===== src/design/des_pkg.sv =====
// ---------------------------------------------------------------------------
// DES package
// Permutation tables, S-boxes and helper functions shared by the DES cells.
// ---------------------------------------------------------------------------
package des_pkg;

  localparam int Rounds = 16;
  localparam int HalfKeyBits = 28;
  localparam int RoundKeyBits = 48;
  localparam int KeyBits = 56;
  localparam int BlockBits = 64;

  localparam int CfgIdxW = 1;
  localparam logic [CfgIdxW-1:0] RegKey = 1'b0;
  localparam logic [CfgIdxW-1:0] RegMode = 1'b1;

  typedef logic [7:0] tab_entry_t;

  localparam tab_entry_t TabIp [64] = '{
    58, 50, 42, 34, 26, 18, 10, 2, 60, 52, 44, 36, 28, 20, 12, 4,
    62, 54, 46, 38, 30, 22, 14, 6, 64, 56, 48, 40, 32, 24, 16, 8,
    57, 49, 41, 33, 25, 17, 9, 1, 59, 51, 43, 35, 27, 19, 11, 3,
    61, 53, 45, 37, 29, 21, 13, 5, 63, 55, 47, 39, 31, 23, 15, 7};

  localparam tab_entry_t TabFp [64] = '{
    40, 8, 48, 16, 56, 24, 64, 32, 39, 7, 47, 15, 55, 23, 63, 31,
    38, 6, 46, 14, 54, 22, 62, 30, 37, 5, 45, 13, 53, 21, 61, 29,
    36, 4, 44, 12, 52, 20, 60, 28, 35, 3, 43, 11, 51, 19, 59, 27,
    34, 2, 42, 10, 50, 18, 58, 26, 33, 1, 41, 9, 49, 17, 57, 25};

  localparam tab_entry_t TabE [48] = '{
    32, 1, 2, 3, 4, 5, 4, 5, 6, 7, 8, 9,
    8, 9, 10, 11, 12, 13, 12, 13, 14, 15, 16, 17,
    16, 17, 18, 19, 20, 21, 20, 21, 22, 23, 24, 25,
    24, 25, 26, 27, 28, 29, 28, 29, 30, 31, 32, 1};

  localparam tab_entry_t TabP [32] = '{
    16, 7, 20, 21, 29, 12, 28, 17, 1, 15, 23, 26, 5, 18, 31, 10,
    2, 8, 24, 14, 32, 27, 3, 9, 19, 13, 30, 6, 22, 11, 4, 25};

  localparam tab_entry_t TabPc1 [56] = '{
    57, 49, 41, 33, 25, 17, 9, 1, 58, 50, 42, 34, 26, 18,
    10, 2, 59, 51, 43, 35, 27, 19, 11, 3, 60, 52, 44, 36,
    63, 55, 47, 39, 31, 23, 15, 7, 62, 54, 46, 38, 30, 22,
    14, 6, 61, 53, 45, 37, 29, 21, 13, 5, 28, 20, 12, 4};

  localparam tab_entry_t TabPc2 [48] = '{
    14, 17, 11, 24, 1, 5, 3, 28, 15, 6, 21, 10,
    23, 19, 12, 4, 26, 8, 16, 7, 27, 20, 13, 2,
    41, 52, 31, 37, 47, 55, 30, 40, 51, 45, 33, 48,
    44, 49, 39, 56, 34, 53, 46, 42, 50, 36, 29, 32};

  localparam logic [1:0] TabRot [16] = '{
    1, 1, 2, 2, 2, 2, 2, 2, 1, 2, 2, 2, 2, 2, 2, 1};

  localparam logic [3:0] TabSbox [8][64] = '{
    '{14, 4, 13, 1, 2, 15, 11, 8, 3, 10, 6, 12, 5, 9, 0, 7,
      0, 15, 7, 4, 14, 2, 13, 1, 10, 6, 12, 11, 9, 5, 3, 8,
      4, 1, 14, 8, 13, 6, 2, 11, 15, 12, 9, 7, 3, 10, 5, 0,
      15, 12, 8, 2, 4, 9, 1, 7, 5, 11, 3, 14, 10, 0, 6, 13},
    '{15, 1, 8, 14, 6, 11, 3, 4, 9, 7, 2, 13, 12, 0, 5, 10,
      3, 13, 4, 7, 15, 2, 8, 14, 12, 0, 1, 10, 6, 9, 11, 5,
      0, 14, 7, 11, 10, 4, 13, 1, 5, 8, 12, 6, 9, 3, 2, 15,
      13, 8, 10, 1, 3, 15, 4, 2, 11, 6, 7, 12, 0, 5, 14, 9},
    '{10, 0, 9, 14, 6, 3, 15, 5, 1, 13, 12, 7, 11, 4, 2, 8,
      13, 7, 0, 9, 3, 4, 6, 10, 2, 8, 5, 14, 12, 11, 15, 1,
      13, 6, 4, 9, 8, 15, 3, 0, 11, 1, 2, 12, 5, 10, 14, 7,
      1, 10, 13, 0, 6, 9, 8, 7, 4, 15, 14, 3, 11, 5, 2, 12},
    '{7, 13, 14, 3, 0, 6, 9, 10, 1, 2, 8, 5, 11, 12, 4, 15,
      13, 8, 11, 5, 6, 15, 0, 3, 4, 7, 2, 12, 1, 10, 14, 9,
      10, 6, 9, 0, 12, 11, 7, 13, 15, 1, 3, 14, 5, 2, 8, 4,
      3, 15, 0, 6, 10, 1, 13, 8, 9, 4, 5, 11, 12, 7, 2, 14},
    '{2, 12, 4, 1, 7, 10, 11, 6, 8, 5, 3, 15, 13, 0, 14, 9,
      14, 11, 2, 12, 4, 7, 13, 1, 5, 0, 15, 10, 3, 9, 8, 6,
      4, 2, 1, 11, 10, 13, 7, 8, 15, 9, 12, 5, 6, 3, 0, 14,
      11, 8, 12, 7, 1, 14, 2, 13, 6, 15, 0, 9, 10, 4, 5, 3},
    '{12, 1, 10, 15, 9, 2, 6, 8, 0, 13, 3, 4, 14, 7, 5, 11,
      10, 15, 4, 2, 7, 12, 9, 5, 6, 1, 13, 14, 0, 11, 3, 8,
      9, 14, 15, 5, 2, 8, 12, 3, 7, 0, 4, 10, 1, 13, 11, 6,
      4, 3, 2, 12, 9, 5, 15, 10, 11, 14, 1, 7, 6, 0, 8, 13},
    '{4, 11, 2, 14, 15, 0, 8, 13, 3, 12, 9, 7, 5, 10, 6, 1,
      13, 0, 11, 7, 4, 9, 1, 10, 14, 3, 5, 12, 2, 15, 8, 6,
      1, 4, 11, 13, 12, 3, 7, 14, 10, 15, 6, 8, 0, 5, 9, 2,
      6, 11, 13, 8, 1, 4, 10, 7, 9, 5, 0, 15, 14, 2, 3, 12},
    '{13, 2, 8, 4, 6, 15, 11, 1, 10, 9, 3, 14, 5, 0, 12, 7,
      1, 15, 13, 8, 10, 3, 7, 4, 12, 5, 6, 11, 0, 14, 9, 2,
      7, 11, 4, 1, 9, 12, 14, 2, 0, 6, 10, 13, 15, 3, 5, 8,
      2, 1, 14, 7, 4, 10, 8, 13, 15, 12, 9, 0, 3, 5, 6, 11}};

  function automatic logic [63:0] perm_ip(input logic [63:0] x);
    logic [63:0] r;
    for (int i = 0; i < 64; i++) r[63-i] = x[64-int'(TabIp[i])];
    return r;
  endfunction

  function automatic logic [63:0] perm_fp(input logic [63:0] x);
    logic [63:0] r;
    for (int i = 0; i < 64; i++) r[63-i] = x[64-int'(TabFp[i])];
    return r;
  endfunction

  function automatic logic [55:0] perm_pc1(input logic [63:0] x);
    logic [55:0] r;
    for (int i = 0; i < 56; i++) r[55-i] = x[64-int'(TabPc1[i])];
    return r;
  endfunction

  function automatic logic [47:0] perm_pc2(input logic [55:0] x);
    logic [47:0] r;
    for (int i = 0; i < 48; i++) r[47-i] = x[56-int'(TabPc2[i])];
    return r;
  endfunction

  function automatic logic [27:0] rotl28(input logic [27:0] c, input logic [1:0] s);
    logic [27:0] r;
    r = c;
    if (s == 2'd1) r = {c[26:0], c[27]};
    else if (s == 2'd2) r = {c[25:0], c[27:26]};
    return r;
  endfunction

  // Inverse rotation, used to walk the key schedule backward.
  function automatic logic [27:0] rotr28(input logic [27:0] c, input logic [1:0] s);
    logic [27:0] r;
    r = c;
    if (s == 2'd1) r = {c[0], c[27:1]};
    else if (s == 2'd2) r = {c[1:0], c[27:2]};
    return r;
  endfunction

  function automatic logic [31:0] feistel(input logic [31:0] half, input logic [47:0] rk);
    logic [47:0] e;
    logic [5:0] six;
    logic [31:0] s;
    logic [31:0] p;
    for (int i = 0; i < 48; i++) e[47-i] = half[32-int'(TabE[i])];
    e = e ^ rk;
    for (int b = 0; b < 8; b++) begin
      six = e[47-6*b -: 6];
      s[31-4*b -: 4] = TabSbox[b][{six[5], six[0], six[4:1]}];
    end
    for (int i = 0; i < 32; i++) p[31-i] = s[32-int'(TabP[i])];
    return p;
  endfunction

  typedef struct packed {
    logic [31:0] left;
    logic [31:0] right;
    logic [27:0] c;
    logic [27:0] d;
    logic        decrypt;
  } des_lane_t;

endpackage


===== src/design/des_round_cell.sv =====
// ---------------------------------------------------------------------------
// DES round cell
// One Feistel round plus its step of the key schedule, registered.
// ---------------------------------------------------------------------------
module des_round_cell
  import des_pkg::*;
#(
  parameter int Round = 0
) (
  input  logic      clk,
  input  logic      rst,
  input  logic      en,
  input  logic      in_valid,
  input  des_lane_t in_lane,
  output logic      out_valid,
  output des_lane_t out_lane
);

  localparam logic [1:0] RotFwd = TabRot[Round];
  localparam logic [1:0] RotBack = TabRot[Rounds - 1 - Round];

  logic [27:0] c_next;
  logic [27:0] d_next;
  logic [27:0] c_key;
  logic [27:0] d_key;
  logic [47:0] round_key;
  des_lane_t   lane_next;

  // Decryption starts from the round-16 halves, which equal the PC-1 halves,
  // and rotates right after each round.
  always_comb begin
    if (in_lane.decrypt) begin
      c_key  = in_lane.c;
      d_key  = in_lane.d;
      c_next = rotr28(in_lane.c, RotBack);
      d_next = rotr28(in_lane.d, RotBack);
    end else begin
      c_key  = rotl28(in_lane.c, RotFwd);
      d_key  = rotl28(in_lane.d, RotFwd);
      c_next = c_key;
      d_next = d_key;
    end
    round_key = perm_pc2({c_key, d_key});
    lane_next.left    = in_lane.right;
    lane_next.right   = in_lane.left ^ feistel(in_lane.right, round_key);
    lane_next.c       = c_next;
    lane_next.d       = d_next;
    lane_next.decrypt = in_lane.decrypt;
  end

  always_ff @(posedge clk) begin
    if (rst) begin
      out_valid <= 1'b0;
    end else if (en) begin
      out_valid <= in_valid;
    end
  end

  always_ff @(posedge clk) begin
    if (en) begin
      out_lane <= lane_next;
    end
  end

endmodule

===== config.mk =====
export PLATFORM = sky130hd
export DESIGN_NAME = des_round_cell
export DESIGN_NICKNAME = d
export VERILOG_FILES = /design/src/design/des_pkg.sv /design/src/design/des_round_cell.sv
export SDC_FILE = /design/constraint.sdc
export NUM_CORES = 1
export LEC_CHECK = 0
export BUFFER_PORTS_ARGS = -buffer_cell sky130_fd_sc_hd__buf_2
export CORE_UTILIZATION = 43
export CTS_CLUSTER_SIZE = 40
export DETAILED_ROUTE_END_ITERATION = 8
export PLACE_DENSITY = 0.74
export REMOVE_ABC_BUFFERS = 1
export SLEW_MARGIN = 20
export SYNTH_ARGS = -nofsm -noshare
export SYNTH_HDL_FRONTEND = slang
export SYNTH_SLANG_ARGS = --single-unit

===== constraint.sdc =====
create_clock -name clk -period 8.4 [get_ports clk]
set_clock_uncertainty 0.1 [all_clocks]
set_input_delay 1.26 -clock clk [delete_from_list [all_inputs] [get_ports clk]]
set_output_delay 1.26 -clock clk [all_outputs]
set_load 0.005 [all_outputs]

; ---- Word-level counts from Yosys, hierarchy flattened
; Memory sizes are Yosys's and may differ from the RTL's.
; Cells that the tools add are included.
[word_totals]
ff_bits = 122
romBits = 2048
in_bits = 125
output_inout_bits = 122
elab_cells = 52
n_memories = 8
[mem_list]
columns = name, words, width, read_ports, rd_ports_with_merged_regs, write_ports, line_no
row1 = (name not given), 64, 4, 1, 0, 0, des_pkg.sv:140  ; s[31-4*b -: 4] = TabSbox[b][{six[5], six[0], six[4:1]}];
row2 = (name not given), 64, 4, 1, 0, 0, des_pkg.sv:140
row3 = (name not given), 64, 4, 1, 0, 0, des_pkg.sv:140
row4 = (name not given), 64, 4, 1, 0, 0, des_pkg.sv:140
row5 = (name not given), 64, 4, 1, 0, 0, des_pkg.sv:140
row6 = (name not given), 64, 4, 1, 0, 0, des_pkg.sv:140
row7 = +2 memories, -, -, -, -, -, -
[op_classes]
order_cmp = 8
mux = 20
bitwise_logic = 10
[ops]
columns = operator, n
row1 = 28-bit two-way mux, 4
row2 = 4-bit two-way mux, 16
row3 = 7-bit >= comparator (second input constant), 8
row4 = 6-bit inverter with 7-bit output, 8
row5 = 48-bit bitwise XOR, 1
row6 = 32-bit bitwise XOR, 1

; ---- Logic depth before layout (Yosys ltp)
; Gate-level depths: netlist (run 1).
[logic_depth]
ltp_word = 7
mapped_depth = 14
mapped_depth_nobuf = 10

; ---- Least setup slack after synthesis (run 1)
; OpenSTA, ideal clock, no wires.
[synth_path]
path_type = input-to-reg
from = input port in_lane[0] (netlist name)
to = register out_lane[69] (netlist name), data pin
setup_time_ns = 0.258
arrival_time_ns = 3.808
required_ns = 8.042
slack_ns = 4.234
stages = 12
n_path_buf = 2
path_cell_list = buf_6 buf_6 mux2i_1 xor2_1 inv_1 ha_1 inv_1 mux4_2 mux2_2 nand2_1 o21ai_2 xnor2_1
[synth_lines]
columns = element, line_no
row1 = from (decl), des_round_cell.sv:14  ; input des_lane_t in_lane,
row2 = to (signal assigned), des_round_cell.sv:61  ; out_lane <= lane_next;
row3 = to (decl), des_round_cell.sv:16  ; output des_lane_t out_lane

==> results.ini, run 1 <==
[clocking]
post_cts_buffers = 0
clk_pin_slew_worst_paths_ns = 0.06
h-tree-depth = 4
clock-root-buffer = clkbuf_16
clock_sinks = 122
clock_latency_ns = 0.42
cts_max_path_buffers = 2
cts_resized = 0
tritoncts = done
cts_hold_buffers = 0
cts_buffers = 17

[drt]
ant_nets = 0
vias_per_cell = 5.674
dr.first_iter.drc_count = 635
drc = 0
vias = 8567
totalWireLength_um = 27990
dr.pass1.iters = 5
wl_per_cell_um = 18.53

[grt]
met1_usage_pct = 29.62
grt_overflow_total = 0
grt_max_degree = 65
grt_pass1_wl_um = 42840
use_met2_pct = 36.68
grt_most_used_layer = met2
track_usage_pct = 22.40
grt_pass1_vias = 7906
grt.met3_usage_pct = 4.323
antenna_found_initial = 0

[power]
power.internal_uw = 1657
total_power_uw = 2509
combPwrFrac_pct = 38.6
p_seq_share_pct = 31.7
clkPwrFrac_pct = 29.8
powerDensity_nw_per_um2 = 201.3
ir_worst_vdd_mv = 0.1204
switching_share_pct = 33.97
p_sw_uw = 852.3
leakage_uw = 0.005159

[critical_path]
crit_top_cell = buf_4
critPathMaxFanout = 39
ff2ff_path_depth = 2
worstSetupPathType = in2reg
startpoint_type = input port
end_kind = flip-flop
slowest_delay_ns = 0.66
worstPathCellList = buf_4 -> buf_4 -> mux2i_1 -> xnor2_1 -> inv_1 -> ha_1 -> nand2_1 -> o21ai_0 -> mux4_2 -> a21oi_1 -> xor2_1
r2r_setup_slack_ns = 7.71
cp_data_required_time_ns = 8.47
crit_arrival_ns = 4.70
slowest_stage = xnor2_1

[synth]
ys_ff_latch = 122
synth_ff_type = edfxtp_1
synth_edf_count = 121
yosysSeqAreaShare_pct = 35.18
syn_inst = 955
yosysWarnings = 0
async_flop_share_pct = 0
synth_cell_type_count = 67
avgSynthCellArea_um2 = 10.87
syn_area_um2 = 10380

[cells_and_area]
final_util_pct = 52.93
diodes = 0
stdcell_count = 1510
nets = 1366
layout-drive-gt1-share_pct = 33.75
area_delta_synth_final_pct = 20.00

[floorplanning]
ios = 247
die_y_um = 157.4
coreArea_um2 = 23540
die_x_um = 157.4
dieArea_um2 = 24770
row_count = 56
initial_core_util_pct = 44.11

[hold_path]
hp-class = reg2reg
hold_depth = 2

[timing]
rsz0062_at_grt = false
finalCritPeriodShare_pct = 55.08
setup_viol = 0
period_minus_slack_ns = 4.627
max_freq_mhz = 216.1
setup_slack_ns = 3.773
maxSlewHeadroom_pct = 25.82
tns_ns = 0
tightest_slew_ns = 1.105
finalHoldViolCount = 0
slew_violations = 0

[placement]
hpwl_um = 20490
place_inst = 1479
gp_congestion = 0.9335
post-place-ws_ns = 3.353
portBuffers = 246

[job]
maxCapViolCount = 0

[run_status]
outcome = completed

[power by group through the flow]
stage	Combinational, uW	Clock, uW	Sequential, uW
global placement	936	0	808
floorplan	627	0	820
global route	1060	778	803
CTS	959	757	795
finish	968	747	794
detailed placement	953	0	807
[worst max-delay path: cells and delay by family]
family	cells	cell delay, ns
fa+ha+maj	1	0.30
buf+inv	3	1.30
compound gates	2	0.30
mux	2	0.67
xor+xnor	2	0.75
simple gates	1	0.08
[final cells by class]
type                       instances  area [um^2]
inverter                          36        135.1
multi-input combinational        742         6351
sequential                       122         3654
tap                              319        399.1
clock buffer                      17        425.4
timing repair buffer             260         1341
fill                            2150        11080
clock inverter                    14        155.1
[metrics by stage]
stage,hold slack (ns),instance area [um^2]
2_1_floorplan,0.3850,10070
3_3_place_gp,0.3693,11810
3_5_place_dp,0.3896,11820
4_1_cts,0.4057,12400
5_1_grt,0.4552,12460
6_report,0.4013,12460
[synth_stat cells (3+ instances only)]
library cell / number / share of area (%)
edfxtp_1: 121 / 35
mux2i_1: 88 / 8.5
xnor2_1: 71 / 6.0
ha_1: 62 / 7.5
mux2_2: 61 / 6.6
nor2_1: 53 / 1.9
nand2_1: 52 / 1.9
xor2_1: 38 / 3.2
a21oi_1: 35 / 1.7
inv_1: 33 / 1.2
nand3_1: 30 / 1.4
o21ai_0: 29 / 1.4
a211oi_1: 27 / 2.0
nor3_1: 24 / 1.2
buf_2: 22 / 1.1
o211ai_1: 20 / 1.4
mux4_2: 19 / 4.1
clkbuf_1: 18 / 0.65
a31oi_1: 11 / 0.66
o2111ai_1: 9 / 0.76
xnor2_2: 8 / 1.3
a2111oi_0: 6 / 0.51
a311oi_1: 6 / 0.51
buf_4: 6 / 0.43
o221ai_1: 6 / 0.51
o31ai_1: 6 / 0.43
a221oi_1: 5 / 0.42
and2_1: 5 / 0.30
and3_1: 5 / 0.30
o22ai_1: 5 / 0.30
xor2_2: 5 / 0.78
a21o_1: 4 / 0.29
buf_1: 4 / 0.14
nand4_1: 4 / 0.24
o311ai_0: 4 / 0.34
or3_1: 4 / 0.24
buf_6: 3 / 0.33
inv_2: 3 / 0.11
mux2i_4: 3 / 0.65
nand2b_1: 3 / 0.18
o311a_1: 3 / 0.29
[layer usage]
| metal | part of all wire [%] | wire, um |
|---|---|---|
| met1 | 42 | 11850 |
| met2 | 49 | 13760 |
| met3 | 6.4 | 1788 |
| met4 | 2.1 | 581 |
| met5 | 0 | 0 |
[final timing paths]
path,from,endpoint
setup / recovery,in_lane[0],out_lane[80]$_DFFE_PP_
hold / removal,out_valid$_SDFFE_PP0P_,out_valid$_SDFFE_PP0P_
setup reg to reg,out_valid$_SDFFE_PP0P_,out_valid$_SDFFE_PP0P_
hold reg to reg,out_valid$_SDFFE_PP0P_,out_valid$_SDFFE_PP0P_
[cell families (layout without fill, tap and decap cells)]
| kind of cell | count (synthesis) | count (layout) | share of synthesized area, % |
|---|---|---|---|
| compound gates | 199 | 199 | 13.41 |
| xor+xnor | 123 | 123 | 11.50 |
| fa+ha+maj | 62 | 62 | 7.471 |
| buf+inv | 91 | 327 | 4.302 |
| flops | 122 | 122 | 35.18 |
| mux | 173 | 173 | 20.13 |
| simple gates | 185 | 185 | 8.001 |
[cells in the final DEF (no fill, tap or decap), types with 6 or more instances in the layout]
master,n
o2111ai_1,9
o31ai_1,6
mux2_2,61
xnor2_1,66
inv_1,33
a2111oi_0,6
ha_1,62
a211oi_1,27
buf_4,16
mux2i_1,88
o21ai_0,29
a311oi_1,6
buf_2,244
o211ai_1,20
xnor2_2,13
o221ai_1,6
nand2_1,52
nand3_1,30
mux4_2,19
nor2_1,53
clkbuf_16,17
xor2_2,9
edfxtp_1,121
a21oi_1,35
nor3_1,24
xor2_1,34
a31oi_1,11
[state kept, by name, indices dropped and copies added, names as in the netlist]
name	count
out_lane	121
out_valid	1
(Power assumes the default switching activity.)
==> inputs of run 2 (changes only) <==
==> constraint.sdc (replaced) <==
create_clock -name clk -period 4.9 [get_ports clk]
set_clock_uncertainty 0.1 [all_clocks]
set_input_delay 0.735 -clock clk [delete_from_list [all_inputs] [get_ports clk]]
set_output_delay 0.735 -clock clk [all_outputs]
set_load 0.005 [all_outputs]
==> results.ini, run 2 (synthesized netlist as in run 1, its figures left out) <==
[critical_path]
ff2ff_path_depth = 2  ; unchanged
slowest_delay_ns = 0.77  ; was 0.66 ns
cp_data_required_time_ns = 4.97  ; was 8.47 ns
worstPathCellList = buf_4 -> buf_12 -> mux2i_1 -> xnor2_1 -> inv_1 -> ha_1 -> or2_2 -> or3_1 -> o221ai_1 -> a211oi_1 -> a31oi_1 -> xnor2_1  ; was buf_4 -> buf_4 -> mux2i_1 -> xnor2_1 -> inv_1 -> ha_1 -> nand2_1 -> o21ai_0 -> mux4_2 -> a21oi_1 -> xor2_1
critPathMaxFanout = 23  ; was 39
critical_path.top_delay_family = buffers and inverters  ; unchanged
startpoint_type = input port  ; unchanged
slowest_stage = xnor2_1  ; unchanged
end_kind = flip-flop  ; unchanged
critPathBufInv = 3  ; unchanged
crit_top_cell = xnor2_1  ; was buf_4
crit_arrival_ns = 3.93  ; was 4.70 ns
worstSetupPathType = in2reg  ; unchanged
r2r_setup_slack_ns = 4.22  ; was 7.71 ns
crit_cells = 12  ; was 11

[hold_path]
hp-class = in2reg  ; was reg2reg
hold_depth = 2  ; unchanged

[clocking]
clk_pin_slew_worst_paths_ns = 0.06  ; about the same
cts_max_path_buffers = 2  ; unchanged
cts_buffers = 17  ; unchanged
clock-root-buffer = clkbuf_16  ; unchanged
h-tree-depth = 4  ; unchanged
tritoncts = done  ; unchanged
post_cts_buffers = 0  ; unchanged
cts_hold_buffers = 0  ; unchanged
clock_sinks = 122  ; unchanged
clock_latency_ns = 0.41  ; was 0.42 ns
cts_resized = 0  ; unchanged

[power]
power.internal_uw = 2877  ; was 1657 uW
p_seq_share_pct = 31.4  ; was 31.7%
ir_worst_vdd_mv = 0.1953  ; was 0.1204 mV
powerDensity_nw_per_um2 = 343.5  ; was 201.3 nW/um^2
combPwrFrac_pct = 38.9  ; was 38.6%
leakage_uw = 0.005264  ; was 0.005159 uW
total_power_uw = 4334  ; was 2509 uW
clkPwrFrac_pct = 29.7  ; was 29.8%
switching_share_pct = 33.62  ; was 33.97%
p_sw_uw = 1457  ; was 852.3 uW

[cells_and_area]
largest_register_ffs = 121  ; unchanged
reg.largest.list = out_lane x121, out_valid x1  ; unchanged
area_delta_synth_final_pct = 21.51  ; was 20.00%
nets = 1388  ; was 1366
layout_commonest_cell = buf_2  ; unchanged
top_register = out_lane  ; unchanged
stdcell_count = 1533  ; was 1510
diodes = 0  ; unchanged
layout-drive-gt1-share_pct = 34.35  ; was 33.75%
layout_common_cells = buf_2 (244), edfxtp_1 (121), mux2i_1 (88)  ; unchanged
num-fill-cells = 2116  ; was 2150

[job]
maxCapViolCount = 0  ; unchanged

[timing]
setup_slack_ns = 1.035  ; was 3.773 ns
setup_viol = 0  ; unchanged
tns_ns = 0  ; unchanged
tightest_slew_ns = 1.086  ; was 1.105 ns
maxSlewHeadroom_pct = 27.08  ; was 25.82%
finalHoldViolCount = 0  ; unchanged
rsz0062_at_grt = false  ; unchanged
max_freq_mhz = 258.7
period_minus_slack_ns = 3.865
slew_violations = 0  ; unchanged
finalCritPeriodShare_pct = 78.88
hold_ws_ns = 0.3682  ; was 0.4013 ns

[floorplanning]
coreArea_um2 = 23540  ; unchanged
die_y_um = 157.4  ; unchanged
ios = 247  ; unchanged
initial_core_util_pct = 44.11  ; unchanged
row_count = 56  ; unchanged
dieArea_um2 = 24770  ; unchanged
die_x_um = 157.4  ; unchanged

[placement]
gp_congestion = 0.9349  ; was 0.9335
post-place-ws_ns = 0.6196  ; was 3.353 ns
hpwl_um = 20720  ; was 20490 um
place_inst = 1501  ; was 1479
portBuffers = 246  ; unchanged

[run_status]
outcome = completed  ; unchanged

[drt]
vias_per_cell = 5.609  ; was 5.674
vias = 8599  ; was 8567
ant_nets = 0  ; unchanged
dr.first_iter.drc_count = 491  ; was 635
totalWireLength_um = 27830  ; was 27990 um
drc = 0  ; unchanged
wl_per_cell_um = 18.16  ; was 18.53 um
dr.pass1.iters = 5  ; unchanged

[grt]
grt_max_degree = 64  ; was 65
antenna_found_initial = 1  ; was 0
track_usage_pct = 22.44  ; was 22.40%
grt_overflow_total = 0  ; unchanged
grt_pass1_vias = 8025  ; was 7906
grt_pass1_wl_um = 42860  ; was 42840 um

-- run 2: cell count changes in the layout (fill, tap and decap cells not counted), sizes merged --
cell      before  now
clkinvlp       3    1
clkinv         7    6
clkbuf        17   21
buf          260  282
-- run 2: final cells by class --
| class | count | area (um^2) | share of cell area (%) |
|---|---|---|---|
| clock buffers | 21 | 440.4 | 3.491 |
| clock inverters | 11 | 146.4 | 1.160 |
| inverters | 36 | 135.1 | 1.071 |
| multi-input cells | 742 | 6299 | 49.92 |
| flip-flops and latches | 122 | 3654 | 28.96 |
| well taps | 319 | 399.1 | 3.163 |
| repair buffers | 282 | 1544 | 12.24 |
-- run 2: power by group through the flow --
stage | Clock, uW | Combinational (uW) | Sequential [uW]
detailed placement | 0 | 1670 | 1380
finish | 1290 | 1690 | 1360
floorplan | 0 | 1070 | 1410
CTS | 1310 | 1680 | 1360
global route | 1340 | 1850 | 1380
global placement | 0 | 1640 | 1380
-- run 2: routing by layer --
layer	vias to the layer above	global-route usage [%]	share of wire [%]	wire length [um]
li1	4116	-	-	-
met1	4093	29.61	43	11860
met2	338	37.02	49	13760
met3	50	3.524	5.5	1539
met4	2	8.137	2.4	657
met5	-	0	0.047	13
-- run 2: stage by stage --
step	utilization (%)	cell area, um^2
detailed placement	51.04	12020
finish	53.59	12620
global placement	51.04	12020
global route	53.59	12620
floorplan	-	10070
CTS	53.53	12600
-- run 2: worst paths after layout --
| kind | from | to |
|---|---|---|
| worst max-delay path | in_lane[0] | out_lane[77]$_DFFE_PP_ |
| worst min-delay path | rst | out_valid$_SDFFE_PP0P_ |
| worst max register to register | out_valid$_SDFFE_PP0P_ | out_valid$_SDFFE_PP0P_ |
| worst min register to register | out_valid$_SDFFE_PP0P_ | out_valid$_SDFFE_PP0P_ |
-- run 2: worst register-to-register path: stages, from the launching register on --
cell     delay, ns
dfxtp_1       0.31
mux2i_1       0.12
nor2_1        0.05
==> inputs of run 3 (changes only) <==
==> constraint.sdc (replaced) <==
create_clock -name clk -period 3.78 [get_ports clk]
set_clock_uncertainty 0.1 [all_clocks]
set_input_delay 0.567 -clock clk [delete_from_list [all_inputs] [get_ports clk]]
set_output_delay 0.567 -clock clk [all_outputs]
set_load 0.005 [all_outputs]
==> results.ini, run 3 (synthesized netlist as in run 1, its figures left out) <==
[timing]
rsz0062_at_grt = false  ; unchanged
tightest_slew_ns = 1.039  ; was 1.086 ns
maxSlewHeadroom_pct = 30.23  ; was 27.08%
hold_ws_ns = 0.1927  ; was 0.3682 ns
setup_viol = 0  ; unchanged
tns_ns = 0  ; unchanged
slew_violations = 0  ; unchanged
finalCritPeriodShare_pct = 85.07
max_freq_mhz = 311.0
period_minus_slack_ns = 3.216
finalHoldViolCount = 0  ; unchanged

[drt]
drc = 0  ; unchanged
vias_per_cell = 5.648  ; was 5.609
wl_per_cell_um = 18.05  ; was 18.16 um
totalWireLength_um = 27920  ; was 27830 um
vias = 8738  ; was 8599
dr.first_iter.drc_count = 608  ; was 491
ant_nets = 0  ; unchanged
dr.pass1.iters = 5  ; unchanged

[clocking]
post_cts_buffers = 0  ; unchanged
tritoncts = done  ; unchanged
cts_hold_buffers = 0  ; unchanged
cts_max_path_buffers = 2  ; unchanged
cts_buffers = 17  ; unchanged
clock-root-buffer = clkbuf_16  ; unchanged
clk_pin_slew_worst_paths_ns = 0.06  ; about the same
cts_resized = 0  ; unchanged
clock_latency_ns = 0.42  ; was 0.41 ns
clock_sinks = 122  ; unchanged
h-tree-depth = 4  ; unchanged

[hold_path]
hp-class = in2reg  ; unchanged
hold_depth = 2  ; unchanged
hold_start = rst  ; unchanged
min_to = out_valid$_SDFFE_PP0P_  ; unchanged

[grt]
grt_max_degree = 55  ; was 64
grt_pass1_vias = 8047  ; was 8025
antenna_found_initial = 1  ; unchanged
track_usage_pct = 22.48  ; was 22.44%
grt_pass1_wl_um = 42800  ; was 42860 um
grt_overflow_total = 0  ; unchanged

[critical_path]
crit_arrival_ns = 3.29  ; was 3.93 ns
startpoint_type = input port  ; unchanged
ff2ff_path_depth = 2  ; unchanged
slowest_stage = xnor2_2  ; was xnor2_1
critPathMaxFanout = 16  ; was 23
worstPathCellList = buf_4 -> buf_12 -> buf_4 -> mux2i_1 -> xnor2_2 -> inv_1 -> ha_1 -> mux4_2 -> o22ai_1 -> o21ai_0 -> xnor2_1  ; was buf_4 -> buf_12 -> mux2i_1 -> xnor2_1 -> inv_1 -> ha_1 -> or2_2 -> or3_1 -> o221ai_1 -> a211oi_1 -> a31oi_1 -> xnor2_1
r2r_setup_slack_ns = 3.10  ; was 4.22 ns
reg2reg_from = out_valid$_SDFFE_PP0P_  ; unchanged
slowest_delay_ns = 0.57  ; was 0.77 ns
cp_data_required_time_ns = 3.86  ; was 4.97 ns
worstSetupPathType = in2reg  ; unchanged
timing.rr.end = out_valid$_SDFFE_PP0P_  ; unchanged
end_kind = flip-flop  ; unchanged
crit_top_cell = buf_4  ; was xnor2_1

[floorplanning]
ios = 247  ; unchanged
initial_core_util_pct = 44.11  ; unchanged
die_x_um = 157.4  ; unchanged
row_count = 56  ; unchanged
die_y_um = 157.4  ; unchanged
dieArea_um2 = 24770  ; unchanged
coreArea_um2 = 23540  ; unchanged

[placement]
place_inst = 1515  ; was 1501
hpwl_um = 21010  ; was 20720 um
portBuffers = 246  ; unchanged
gp_congestion = 0.9350  ; was 0.9349

[cells_and_area]
num-fill-cells = 2093  ; was 2116
largest_register_ffs = 121  ; unchanged
layout_commonest_cell = buf_2  ; unchanged
final_util_pct = 54.13  ; was 53.59%
area_delta_synth_final_pct = 22.74  ; was 21.51%
seq_area_um2 = 3654  ; unchanged
nets = 1402  ; was 1388
layout_common_cells = buf_2 (244), edfxtp_1 (121), mux2i_1 (88)  ; unchanged
layout-drive-gt1-share_pct = 35.18  ; was 34.35%
top_register = out_lane  ; unchanged
multi_input_area_um2 = 6299  ; unchanged
reg.largest.list = out_lane x121, out_valid x1  ; unchanged
diodes = 0  ; unchanged
stdcell_count = 1547  ; was 1533

[power]
leakage_uw = 0.005334  ; was 0.005264 uW
powerDensity_nw_per_um2 = 445.3  ; was 343.5 nW/um^2
ir_worst_vdd_mv = 0.2713  ; was 0.1953 mV

[run_status]
outcome = completed  ; unchanged

[job]
maxCapViolCount = 0  ; unchanged

==> run 3: worst max path at each step <==
stage / cells after the start / start / endpoint / slack, ns
4_1_cts: 11 / in_lane[0] / out_lane[70]$_DFFE_PP_ / 0.59
2_1_floorplan: 8 / in_lane[0] / out_lane[80]$_DFFE_PP_ / 0.56
3_5_place_dp: 11 / in_lane[0] / out_lane[70]$_DFFE_PP_ / 0.15
6_report: 11 / in_lane[0] / out_lane[70]$_DFFE_PP_ / 0.56
5_1_grt: 10 / in_lane[0] / out_lane[68]$_DFFE_PP_ / 0.41
3_3_place_gp: 11 / in_lane[0] / out_lane[70]$_DFFE_PP_ / 0.19
==> run 3: power by group <==
group	total, uW	internal (uW)	switching (uW)
registers	1770	1720	44.3
logic	2210	990	1220
clock network	1700	1040	656
total	5680	3750	1920
==> run 3: final cells by class <==
class                           instances  area share, %
Multi-Input combinational cell        742          49.42
Sequential cell                       122          28.67
Timing Repair Buffer                  296          13.04
Clock buffer                           18          3.367
Tap cell                              319          3.132
Clock inverter                         14          1.316
Inverter                               36          1.060
==> run 3: worst max-delay path, delay by kind of cell <==
| kind | cells | cell delay (ns) |
|---|---|---|
| AOI/OAI and AO/OA | 2 | 0.26 |
| xor gates and xnor gates | 2 | 0.72 |
| adders and majority gates | 1 | 0.28 |
| buffers and inverters | 4 | 0.87 |
| muxes | 2 | 0.58 |
==> run 3: per-layer routing <==
metal,track usage (%),vias to the layer above,routed length (um)
li1,-,4144,-
met1,29.69,4150,11910
met2,36.85,389,13560
met3,3.469,53,1746
met4,8.645,2,706
met5,0,-,8
==> run 3: metrics by stage <==
stage	power [uW]	area, um^2	setup slack [ns]
floorplan	3216	10070	0.5592
global placement	3933	12130	0.1884
detailed placement	3980	12130	0.1533
CTS	5684	12730	0.5864
global route	5985	12740	0.4129
finish	5675	12740	0.5645
